$ cat config.mk
export PLATFORM = sky130hd
export DESIGN_NAME = register_response_checker_core
export DESIGN_NICKNAME = d
export VERILOG_FILES = /design/src/rtl/rrc_pkg.sv /design/src/rtl/register_response_checker_core.sv /design/src/rtl/rrc_crc_unit.sv /design/src/rtl/rrc_word_store.sv
export SDC_FILE = /design/constraint.sdc
export NUM_CORES = 1
export LEC_CHECK = 0
export BUFFER_PORTS_ARGS = -buffer_cell sky130_fd_sc_hd__buf_2
export CAP_MARGIN = 30
export CELL_PAD_IN_SITES_DETAIL_PLACEMENT = 0
export CELL_PAD_IN_SITES_GLOBAL_PLACEMENT = 1
export CORE_MARGIN = 2
export CORE_UTILIZATION = 51
export CTS_BUF_LIST = sky130_fd_sc_hd__clkbuf_8
export DETAILED_ROUTE_END_ITERATION = 8
export GPL_TIMING_DRIVEN = 0
export MAX_ROUTING_LAYER = met4
export PLACE_DENSITY = 0.93
export SLEW_MARGIN = 20
export SYNTH_ARGS = -nofsm -noshare
export SYNTH_HDL_FRONTEND = slang
export SYNTH_SLANG_ARGS = --single-unit
$ cat constraint.sdc
create_clock -name clock -period 5.44 [get_ports clock]
set_input_delay 1.088 -clock clock [delete_from_list [all_inputs] [get_ports clock]]
set_output_delay 1.088 -clock clock [all_outputs]
set_load 0.03 [all_outputs]
$ cat src/rtl/rrc_pkg.sv
package rrc_pkg;

   // widths fixed by the frame format
   localparam int BYTE_W     = 8;
   localparam int WORD_W     = 16;
   localparam int INDEX_W    = 3;
   localparam int STATUS_W   = 3;
   localparam int SLAVE_W    = 8;
   localparam int COUNT_W    = 4;
   localparam int CSR_INDEX_W = 1;
   localparam int CSR_DATA_W  = 8;

   localparam int RRC_MAX_REGS = 8;

   // frame layout
   localparam int HDR_LEN   = 5;
   localparam int WRITE_LEN = 8;

   localparam logic [BYTE_W-1:0] FUNC_READ  = 8'h03;
   localparam logic [BYTE_W-1:0] FUNC_WRITE = 8'h06;

   localparam logic [WORD_W-1:0] CRC_INIT = 16'hFFFF;
   localparam logic [WORD_W-1:0] CRC_POLY = 16'hA001;

   localparam logic [SLAVE_W-1:0] SLAVE_RESET = 8'd1;
   localparam logic [COUNT_W-1:0] COUNT_RESET = 4'd8;

   // register indexes
   localparam logic [CSR_INDEX_W-1:0] CSR_SLAVE = 1'b0;
   localparam logic [CSR_INDEX_W-1:0] CSR_COUNT = 1'b1;

   // status codes
   localparam logic [STATUS_W-1:0] ST_OK    = 3'd0;
   localparam logic [STATUS_W-1:0] ST_CRC   = 3'd1;
   localparam logic [STATUS_W-1:0] ST_SLAVE = 3'd2;
   localparam logic [STATUS_W-1:0] ST_FUNC  = 3'd3;
   localparam logic [STATUS_W-1:0] ST_COUNT = 3'd4;
   localparam logic [STATUS_W-1:0] ST_REG   = 3'd5;
   localparam logic [STATUS_W-1:0] ST_VALUE = 3'd6;

   typedef struct packed {
      logic [BYTE_W-1:0] rx_byte;
      logic              first;
      logic              expect_write;
      logic [WORD_W-1:0] expected_register;
      logic [WORD_W-1:0] expected_value;
   } req_type;

   typedef struct packed {
      logic [WORD_W-1:0]   word;
      logic [INDEX_W-1:0]  word_index;
      logic                has_word;
      logic [STATUS_W-1:0] status;
      logic                last;
   } rsp_type;

   // control of the crc unit
   typedef struct packed {
      logic restart;
      logic load;
      logic shift;
   } crc_ctl_type;

endpackage

$ cat src/rtl/register_response_checker_core.sv
// Response frame checker. Each req_ beat carries one received byte; first=1
// opens a frame and samples whether a read reply or a write echo is expected.
// The crc is folded in by a bit-serial unit: an in-frame byte is accepted,
// then takes eight crc steps in S_CRC with req_ready low; bytes after the
// frame end are accepted and dropped without crc work. At the frame end the
// S_CHECK state settles the status, then either one status beat is sent, or
// the stored words go out through S_READ and S_SEND in turn, set by the
// registered read of the word store. Result beats also wait on rsp_ready; the
// output register lets the next byte be taken while a result is still held.
module register_response_checker_core import rrc_pkg::*; #(
   parameter int MAX_REGS = RRC_MAX_REGS
) (
   input  logic                   clock,
   input  logic                   reset,
   input  logic                   req_valid,
   output logic                   req_ready,
   input  req_type                req_data,
   output logic                   rsp_valid,
   input  logic                   rsp_ready,
   output rsp_type                rsp_data,
   input  logic                   csr_we,
   input  logic [CSR_INDEX_W-1:0] csr_index,
   input  logic [CSR_DATA_W-1:0]  csr_wdata
);

   localparam int IDX_W   = (MAX_REGS > 1) ? $clog2(MAX_REGS) : 1;
   localparam int CNT_W   = $clog2(MAX_REGS + 1);
   localparam int MAX_LEN = (HDR_LEN + 2 * MAX_REGS > WRITE_LEN) ?
                            HDR_LEN + 2 * MAX_REGS : WRITE_LEN;
   localparam int LEN_W   = $clog2(MAX_LEN + 1);

   typedef enum logic [2:0] {
      S_IDLE,
      S_CRC,
      S_CHECK,
      S_READ,
      S_SEND
   } state_type;

   // configuration
   logic [SLAVE_W-1:0] slave_ff;
   logic [COUNT_W-1:0] count_ff;

   always_ff @(posedge clock) begin
      if (reset) begin
         slave_ff <= SLAVE_RESET;
         count_ff <= COUNT_RESET;
      end else if (csr_we) begin
         case (csr_index)
            CSR_SLAVE: slave_ff <= csr_wdata[SLAVE_W-1:0];
            CSR_COUNT: count_ff <= csr_wdata[COUNT_W-1:0];
            default: ;
         endcase
      end
   end

   logic [CNT_W-1:0] cnt;

   always_comb begin
      if (count_ff == '0) begin
         cnt = CNT_W'(1);
      end else if (32'(count_ff) > MAX_REGS) begin
         cnt = CNT_W'(MAX_REGS);
      end else begin
         cnt = CNT_W'(count_ff);
      end
   end

   // frame state
   state_type           state_ff,    state_in;
   logic [LEN_W-1:0]    pos_ff,      pos_in;
   logic                idle_ff,     idle_in;
   logic                end_ff,      end_in;
   logic                wk_ff,       wk_in;
   logic [WORD_W-1:0]   want_reg_ff, want_reg_in;
   logic [WORD_W-1:0]   want_val_ff, want_val_in;
   logic [STATUS_W-1:0] err_ff,      err_in;
   logic [BYTE_W-1:0]   hb_ff,       hb_in;
   logic [2:0]          bit_ff,      bit_in;
   logic [IDX_W-1:0]    idx_ff,      idx_in;
   logic                rsp_valid_ff, rsp_valid_in;
   rsp_type             rsp_data_ff,  rsp_data_in;

   // datapath helpers
   crc_ctl_type         crc_ctl;
   logic [WORD_W-1:0]   crc;
   logic                mem_we;
   logic [IDX_W-1:0]    mem_waddr;
   logic [WORD_W-1:0]   mem_wdata;
   logic [WORD_W-1:0]   mem_rdata;

   logic                accept;
   logic                out_free;
   logic                e_wk;
   logic [WORD_W-1:0]   e_reg;
   logic [WORD_W-1:0]   e_val;
   logic [LEN_W-1:0]    e_pos;
   logic                e_idle;
   logic [STATUS_W-1:0] e_err;
   logic [BYTE_W-1:0]   e_hb;
   logic [LEN_W-1:0]    len;
   logic [LEN_W-1:0]    slot;
   logic [STATUS_W-1:0] code;
   logic [STATUS_W-1:0] st;
   logic [BYTE_W-1:0]   b;
   logic [BYTE_W-1:0]   func;
   logic                last_word;

   assign accept   = req_valid && (state_ff == S_IDLE);
   assign out_free = !rsp_valid_ff || rsp_ready;
   assign b        = req_data.rx_byte;

   always_comb begin
      // a first beat restarts the frame before the byte is looked at
      e_wk   = req_data.first ? req_data.expect_write      : wk_ff;
      e_reg  = req_data.first ? req_data.expected_register : want_reg_ff;
      e_val  = req_data.first ? req_data.expected_value    : want_val_ff;
      e_pos  = req_data.first ? '0                         : pos_ff;
      e_idle = req_data.first ? 1'b0                       : idle_ff;
      e_err  = req_data.first ? ST_OK                      : err_ff;
      e_hb   = req_data.first ? '0                         : hb_ff;

      len  = e_wk ? LEN_W'(WRITE_LEN) : LEN_W'(HDR_LEN + 2 * 32'(cnt));
      func = e_wk ? FUNC_WRITE : FUNC_READ;
      slot = (e_pos - LEN_W'(4)) >> 1;

      code      = ST_OK;
      hb_in     = e_hb;
      mem_we    = 1'b0;
      mem_waddr = IDX_W'(slot);
      mem_wdata = {e_hb, b};

      if (e_pos == LEN_W'(0)) begin
         if (b != slave_ff) code = ST_SLAVE;
      end else if (e_pos == LEN_W'(1)) begin
         if (b != func) code = ST_FUNC;
      end else if (e_wk) begin
         if (e_pos == LEN_W'(2) && b != e_reg[15:8]) code = ST_REG;
         else if (e_pos == LEN_W'(3) && b != e_reg[7:0]) code = ST_REG;
         else if (e_pos == LEN_W'(4) && b != e_val[15:8]) code = ST_VALUE;
         else if (e_pos == LEN_W'(5) && b != e_val[7:0]) code = ST_VALUE;
      end else if (e_pos == LEN_W'(2)) begin
         if (b != BYTE_W'(2 * 32'(cnt))) code = ST_COUNT;
      end else if ((LEN_W+1)'(e_pos) + (LEN_W+1)'(2) < (LEN_W+1)'(len)) begin
         // data bytes: odd positions carry the high half
         if (e_pos[0]) begin
            hb_in = b;
         end else if (32'(slot) < MAX_REGS) begin
            mem_we = accept && !e_idle;
         end
      end
   end

   always_comb begin
      if (wk_ff) begin
         st = (crc != '0) ? ST_CRC : err_ff;
      end else begin
         st = (err_ff != ST_OK) ? err_ff : ((crc != '0) ? ST_CRC : ST_OK);
      end
      last_word = (32'(idx_ff) + 1 == 32'(cnt));
   end

   always_comb begin
      state_in     = state_ff;
      pos_in       = pos_ff;
      idle_in      = idle_ff;
      end_in       = end_ff;
      wk_in        = wk_ff;
      want_reg_in  = want_reg_ff;
      want_val_in  = want_val_ff;
      err_in       = err_ff;
      bit_in       = bit_ff;
      idx_in       = idx_ff;
      rsp_valid_in = rsp_valid_ff && !rsp_ready;
      rsp_data_in  = rsp_data_ff;
      crc_ctl      = '0;

      case (state_ff)
         S_IDLE: begin
            if (accept) begin
               wk_in       = e_wk;
               want_reg_in = e_reg;
               want_val_in = e_val;
               pos_in      = e_pos;
               idle_in     = e_idle;
               err_in      = e_err;
               if (!e_idle) begin
                  crc_ctl.restart = req_data.first;
                  crc_ctl.load    = 1'b1;
                  err_in = (e_err == ST_OK) ? code : e_err;
                  bit_in = '0;
                  if ((LEN_W+1)'(e_pos) + (LEN_W+1)'(1) >= (LEN_W+1)'(len)) begin
                     end_in  = 1'b1;
                     idle_in = 1'b1;
                  end else begin
                     end_in = 1'b0;
                     pos_in = e_pos + LEN_W'(1);
                  end
                  state_in = S_CRC;
               end
            end
         end
         S_CRC: begin
            crc_ctl.shift = 1'b1;
            bit_in        = bit_ff + 3'd1;
            if (bit_ff == 3'd7) begin
               state_in = end_ff ? S_CHECK : S_IDLE;
            end
         end
         S_CHECK: begin
            if (st != ST_OK || wk_ff) begin
               if (out_free) begin
                  rsp_valid_in = 1'b1;
                  rsp_data_in  = '{word: '0, word_index: '0, has_word: 1'b0,
                                   status: st, last: 1'b1};
                  state_in     = S_IDLE;
               end
            end else begin
               idx_in   = '0;
               state_in = S_READ;
            end
         end
         S_READ: begin
            // store read issued here, data lands next cycle
            state_in = S_SEND;
         end
         S_SEND: begin
            if (out_free) begin
               rsp_valid_in = 1'b1;
               rsp_data_in  = '{word: mem_rdata, word_index: INDEX_W'(idx_ff),
                                has_word: 1'b1, status: ST_OK, last: last_word};
               if (last_word) begin
                  state_in = S_IDLE;
               end else begin
                  idx_in   = idx_ff + IDX_W'(1);
                  state_in = S_READ;
               end
            end
         end
         default: begin
            state_in = S_IDLE;
         end
      endcase
   end

   always_ff @(posedge clock) begin
      if (reset) begin
         state_ff     <= S_IDLE;
         pos_ff       <= '0;
         idle_ff      <= 1'b0;
         end_ff       <= 1'b0;
         wk_ff        <= 1'b0;
         want_reg_ff  <= '0;
         want_val_ff  <= '0;
         err_ff       <= ST_OK;
         hb_ff        <= '0;
         bit_ff       <= '0;
         idx_ff       <= '0;
         rsp_valid_ff <= 1'b0;
      end else begin
         state_ff     <= state_in;
         pos_ff       <= pos_in;
         idle_ff      <= idle_in;
         end_ff       <= end_in;
         wk_ff        <= wk_in;
         want_reg_ff  <= want_reg_in;
         want_val_ff  <= want_val_in;
         err_ff       <= err_in;
         if (accept) hb_ff <= hb_in;
         bit_ff       <= bit_in;
         idx_ff       <= idx_in;
         rsp_valid_ff <= rsp_valid_in;
      end
      rsp_data_ff <= rsp_data_in;
   end

   rrc_crc_unit u_crc (
      .clock     (clock),
      .reset     (reset),
      .ctl       (crc_ctl),
      .data_byte (b),
      .crc       (crc)
   );

   rrc_word_store #(
      .DEPTH (MAX_REGS),
      .IDX_W (IDX_W)
   ) u_store (
      .clock   (clock),
      .wr_en   (mem_we),
      .wr_addr (mem_waddr),
      .wr_data (mem_wdata),
      .rd_addr (idx_ff),
      .rd_data (mem_rdata)
   );

   assign req_ready = (state_ff == S_IDLE);
   assign rsp_valid = rsp_valid_ff;
   assign rsp_data  = rsp_data_ff;

endmodule

$ cat src/rtl/rrc_crc_unit.sv
module rrc_crc_unit import rrc_pkg::*; (
   input  logic              clock,
   input  logic              reset,
   input  crc_ctl_type       ctl,
   input  logic [BYTE_W-1:0] data_byte,
   output logic [WORD_W-1:0] crc
);

   logic [WORD_W-1:0] crc_ff;
   logic [WORD_W-1:0] crc_in;
   logic [WORD_W-1:0] base;

   always_comb begin
      base   = ctl.restart ? CRC_INIT : crc_ff;
      crc_in = crc_ff;
      if (ctl.load) begin
         crc_in = base ^ {{(WORD_W-BYTE_W){1'b0}}, data_byte};
      end else if (ctl.shift) begin
         // one bit of the reflected division per cycle
         crc_in = crc_ff[0] ? ((crc_ff >> 1) ^ CRC_POLY) : (crc_ff >> 1);
      end
   end

   always_ff @(posedge clock) begin
      if (reset) begin
         crc_ff <= CRC_INIT;
      end else begin
         crc_ff <= crc_in;
      end
   end

   assign crc = crc_ff;

endmodule

$ cat src/rtl/rrc_word_store.sv
module rrc_word_store import rrc_pkg::*; #(
   parameter int DEPTH = RRC_MAX_REGS,
   parameter int IDX_W = 3
) (
   input  logic              clock,
   input  logic              wr_en,
   input  logic [IDX_W-1:0]  wr_addr,
   input  logic [WORD_W-1:0] wr_data,
   input  logic [IDX_W-1:0]  rd_addr,
   output logic [WORD_W-1:0] rd_data
);

   logic [WORD_W-1:0] mem [DEPTH];
   logic [WORD_W-1:0] rd_data_ff;

   always_ff @(posedge clock) begin
      if (wr_en) begin
         mem[wr_addr] <= wr_data;
      end
      rd_data_ff <= mem[rd_addr];
   end

   assign rd_data = rd_data_ff;

endmodule

==> impl_metrics.json <==
{
  "critPathArrivalTime_ns": 4.75,
  "p_leak_nw": 4.75,
  "root_buffer": "clkbuf_8",
  "htreeDepth": 2,
  "worstReg2RegEnd": "u_store.mem[0][12]",
  "period_minus_slack_ns": 4.49,
  "n_fill_cell": 1778,
  "row_count": 54,
  "min_from": "want_val_ff[14]",
  "route.detailed.drc": 0,
  "placed_area_mm2": 0.0124,
  "synth.net_count": 1005,
  "vias_per_cell": 5.76,
  "syn_to_final_growth_pct": 16.2,
  "critical_path.max_fanout": 10,
  "fin_cells": 1384,
  "grt_max_degree": 25,
  "place_hpwl_um": 19400,
  "cp.required_ns": 5.70,
  "die_w_um": 154,
  "vias": 7978,
  "hold_path.class": "register to register",
  "first_pass_iters": 5,
  "detail-route-antenna-nets": 0,
  "drt_iter0_markers": 609,
  "tightest_slew_ns": 1.03,
  "antenna_cells": 0,
  "postSynthCellCount": 929,
  "async_flop_share_pct": 0,
  "power_density_mw_per_mm2": 350,
  "dieHeight_um": 154,
  "hold_depth": 2,
  "max_clock_freq_ghz": 0.223,
  "rr_worst_depth": 15,
  "routedWlPerCell_um": 20.5,
  "clock_path_buffers": 3,
  "regArea_mm2": 0.00667,
  "setup.worst_path.class": "primary input to register",
  "cts_hold_buf": 0,
  "start_kind": "primary input",
  "hold_end": "want_val_ff[14]",
  "cp-end-kind": "register",
  "cts_tree": "yes",
  "clock_sinks": 257,
  "ir_drop_uv": 182,
  "postCtsSetupBuffers": 0,
  "layout_commonest_cell": "edfxtp_1",
  "ys_seq_area_share_pct": 58.4,
  "status": "finished clean",
  "finalNetCount": 1147,
  "cts-buffers-inserted": 43,
  "period_share_pct": 82.6,
  "setup_viol": 0,
  "placed_cells": 1306,
  "r2r_slack_ns": 1.37,
  "synthesis.area_mm2": 0.0114,
  "dieArea_mm2": 0.0236,
  "ioPinCount": 82,
  "clkTransAtPathRegs_ns": 0.06,
  "power.total_mw": 4.65,
  "yosys_warnings": 0,
  "fin_area_mm2": 0.0133,
  "r2r-start": "wk_ff",
  "synth_flop_cell": "edfxtp_1",
  "start_util_pct": 52.2,
  "fin_worst_skew_ns": 0.0253,
  "insertion_delay_ns": 0.57,
  "synth-edff-count": 152,
  "layout_common_cells": "edfxtp_1, nand2_1, dfxtp_1, buf_2, a21oi_1",
  "multiInputGateArea_mm2": 0.00448,
  "design.core.area_mm2": 0.0219,
  "cts_resized": 0,
  "layout-drive-gt1-share_pct": 23.0,
  "cap_violations": 0,
  "antenna_found_initial": 0,
  "slew_headroom_pct": 31.2,
  "rsz0062_at_grt": "no",
  "grt_pass1_vias": 7928,
  "finalMaxSlewViolations": 0,
  "tns_ns": 0,
  "grt_pass1_wl_um": 44200,
  "gp_routability_congestion": 0.927,
  "critPathLaunch": "req_data[33]",
  "grtUsageTotal_pct": 24.9,
  "drt_wl_total_um": 28400,
  "synth.avg_cell_area_um2": 12.3,
  "port_buffers": 81,
  "synth.lib_cells_used.distinct": 79,
  "ys_ff_latch": 257,
  "gr-total-overflow": 0,
  "hold_viol": 0
}
where the power goes:
group | switching [mW] | internal (mW)
registers | 0.0713 | 2.15
logic | 0.460 | 0.244
clock network | 0.772 | 0.951
total | 1.30 | 3.35
stage by stage:
step                hold slack [ns]  utilization, %  setup WS, ns
global placement              0.440            55.6         -1.84
floorplan                     0.434               -         0.485
CTS                           0.454            60.7          1.01
detailed placement            0.446            56.7         0.423
finish                        0.451            60.7         0.948
global route                  0.475            60.7         0.751
per-layer routing:
| layer | GRT usage (%) | wire length [µm] |
|---|---|---|
| met2 | 38.9 | 13200 |
| met5 | - | 0 |
| met3 | 5.19 | 2180 |
| met4 | 9.31 | 997 |
| met1 | 32.2 | 12000 |
worst max-delay path, cell delays in order:
cell      delay (ns)
buf_2           0.12
clkinv_1        0.33
nand2_1         0.36
inv_1           0.14
ha_1            0.30
xor2_1          0.19
ha_1            0.29
o21a_1          0.11
o21ai_0         0.31
nand3_2         0.27
nor4_2          0.50
buf_2           0.33
buf_4           0.19
buf_2           0.21
logic make-up (layout without fill, tap and decap cells):
kind of cell / after synthesis / in the layout / synth area share (%)
simple gates: 299 / 299 / 13.3
compound gates: 142 / 142 / 8.17
fa+ha+maj: 20 / 20 / 2.19
flops: 257 / 257 / 58.4
buf+inv: 75 / 250 / 2.95
mux: 82 / 82 / 10.9
xor+xnor: 54 / 54 / 4.14
sequential cells by signal, summed over array words and instances (netlist names), 3 cells and up:
register,flops
hb_ff,8
idx_ff,3
u_crc.crc,16
u_store.mem,128
rsp_data,24
u_store.rd_data,16
want_reg_ff,16
slave_ff,8
want_val_ff,16
err_ff,3
pos_ff,5
state_ff,3
bit_ff,3
count_ff,4
cells in the mapped netlist, drive strengths merged (3+ instances only):
master / n / area (µm²)
a211oi: 7 / 52.6
a21oi: 57 / 304
a221oi: 7 / 61.3
a22o: 10 / 87.6
a31oi: 4 / 40.0
and2: 3 / 18.8
and3: 20 / 125
buf: 23 / 140
clkbuf: 38 / 144
dfxtp: 105 / 2100
edfxtp: 152 / 4560
ha: 20 / 250
inv: 13 / 48.8
mux2: 17 / 191
mux2i: 33 / 330
mux4: 32 / 721
nand2: 126 / 483
nand2b: 3 / 18.8
nand3: 22 / 115
nand3b: 9 / 71.3
nand4: 13 / 81.3
nor2: 45 / 174
nor2b: 15 / 93.8
nor3: 15 / 95.1
nor4: 7 / 43.8
o211ai: 4 / 30.0
o21a: 4 / 30.0
o21ai: 29 / 153
or3: 5 / 32.5
or4b: 3 / 33.8
xnor2: 6 / 52.6
xor2: 48 / 420
how the worst max path moves through the flow:
| stage | cells after the start | end | slack, ns |
|---|---|---|---|
| global placement | 15 | u_store.mem[7][8] | -1.84 |
| detailed placement | 14 | u_store.mem[0][8] | 0.42 |
| finish | 14 | u_store.mem[0][12] | 0.95 |
| floorplan | 14 | u_store.mem[7][0] | 0.48 |
| CTS | 14 | u_store.mem[0][12] | 1.01 |
| global route | 14 | u_store.mem[0][8] | 0.75 |
cell type report:
| cell class | count | area share [%] |
|---|---|---|
| tap | 280 | 2.64 |
| multi-input combinational | 597 | 33.8 |
| clock inverter | 27 | 1.31 |
| sequential | 257 | 50.2 |
| timing repair buffer | 97 | 4.25 |
| clock buffer | 51 | 5.29 |
| inverter | 14 | 0.396 |
| buffer | 61 | 2.14 |
Note: power is estimated with default switching activity, not from simulation.
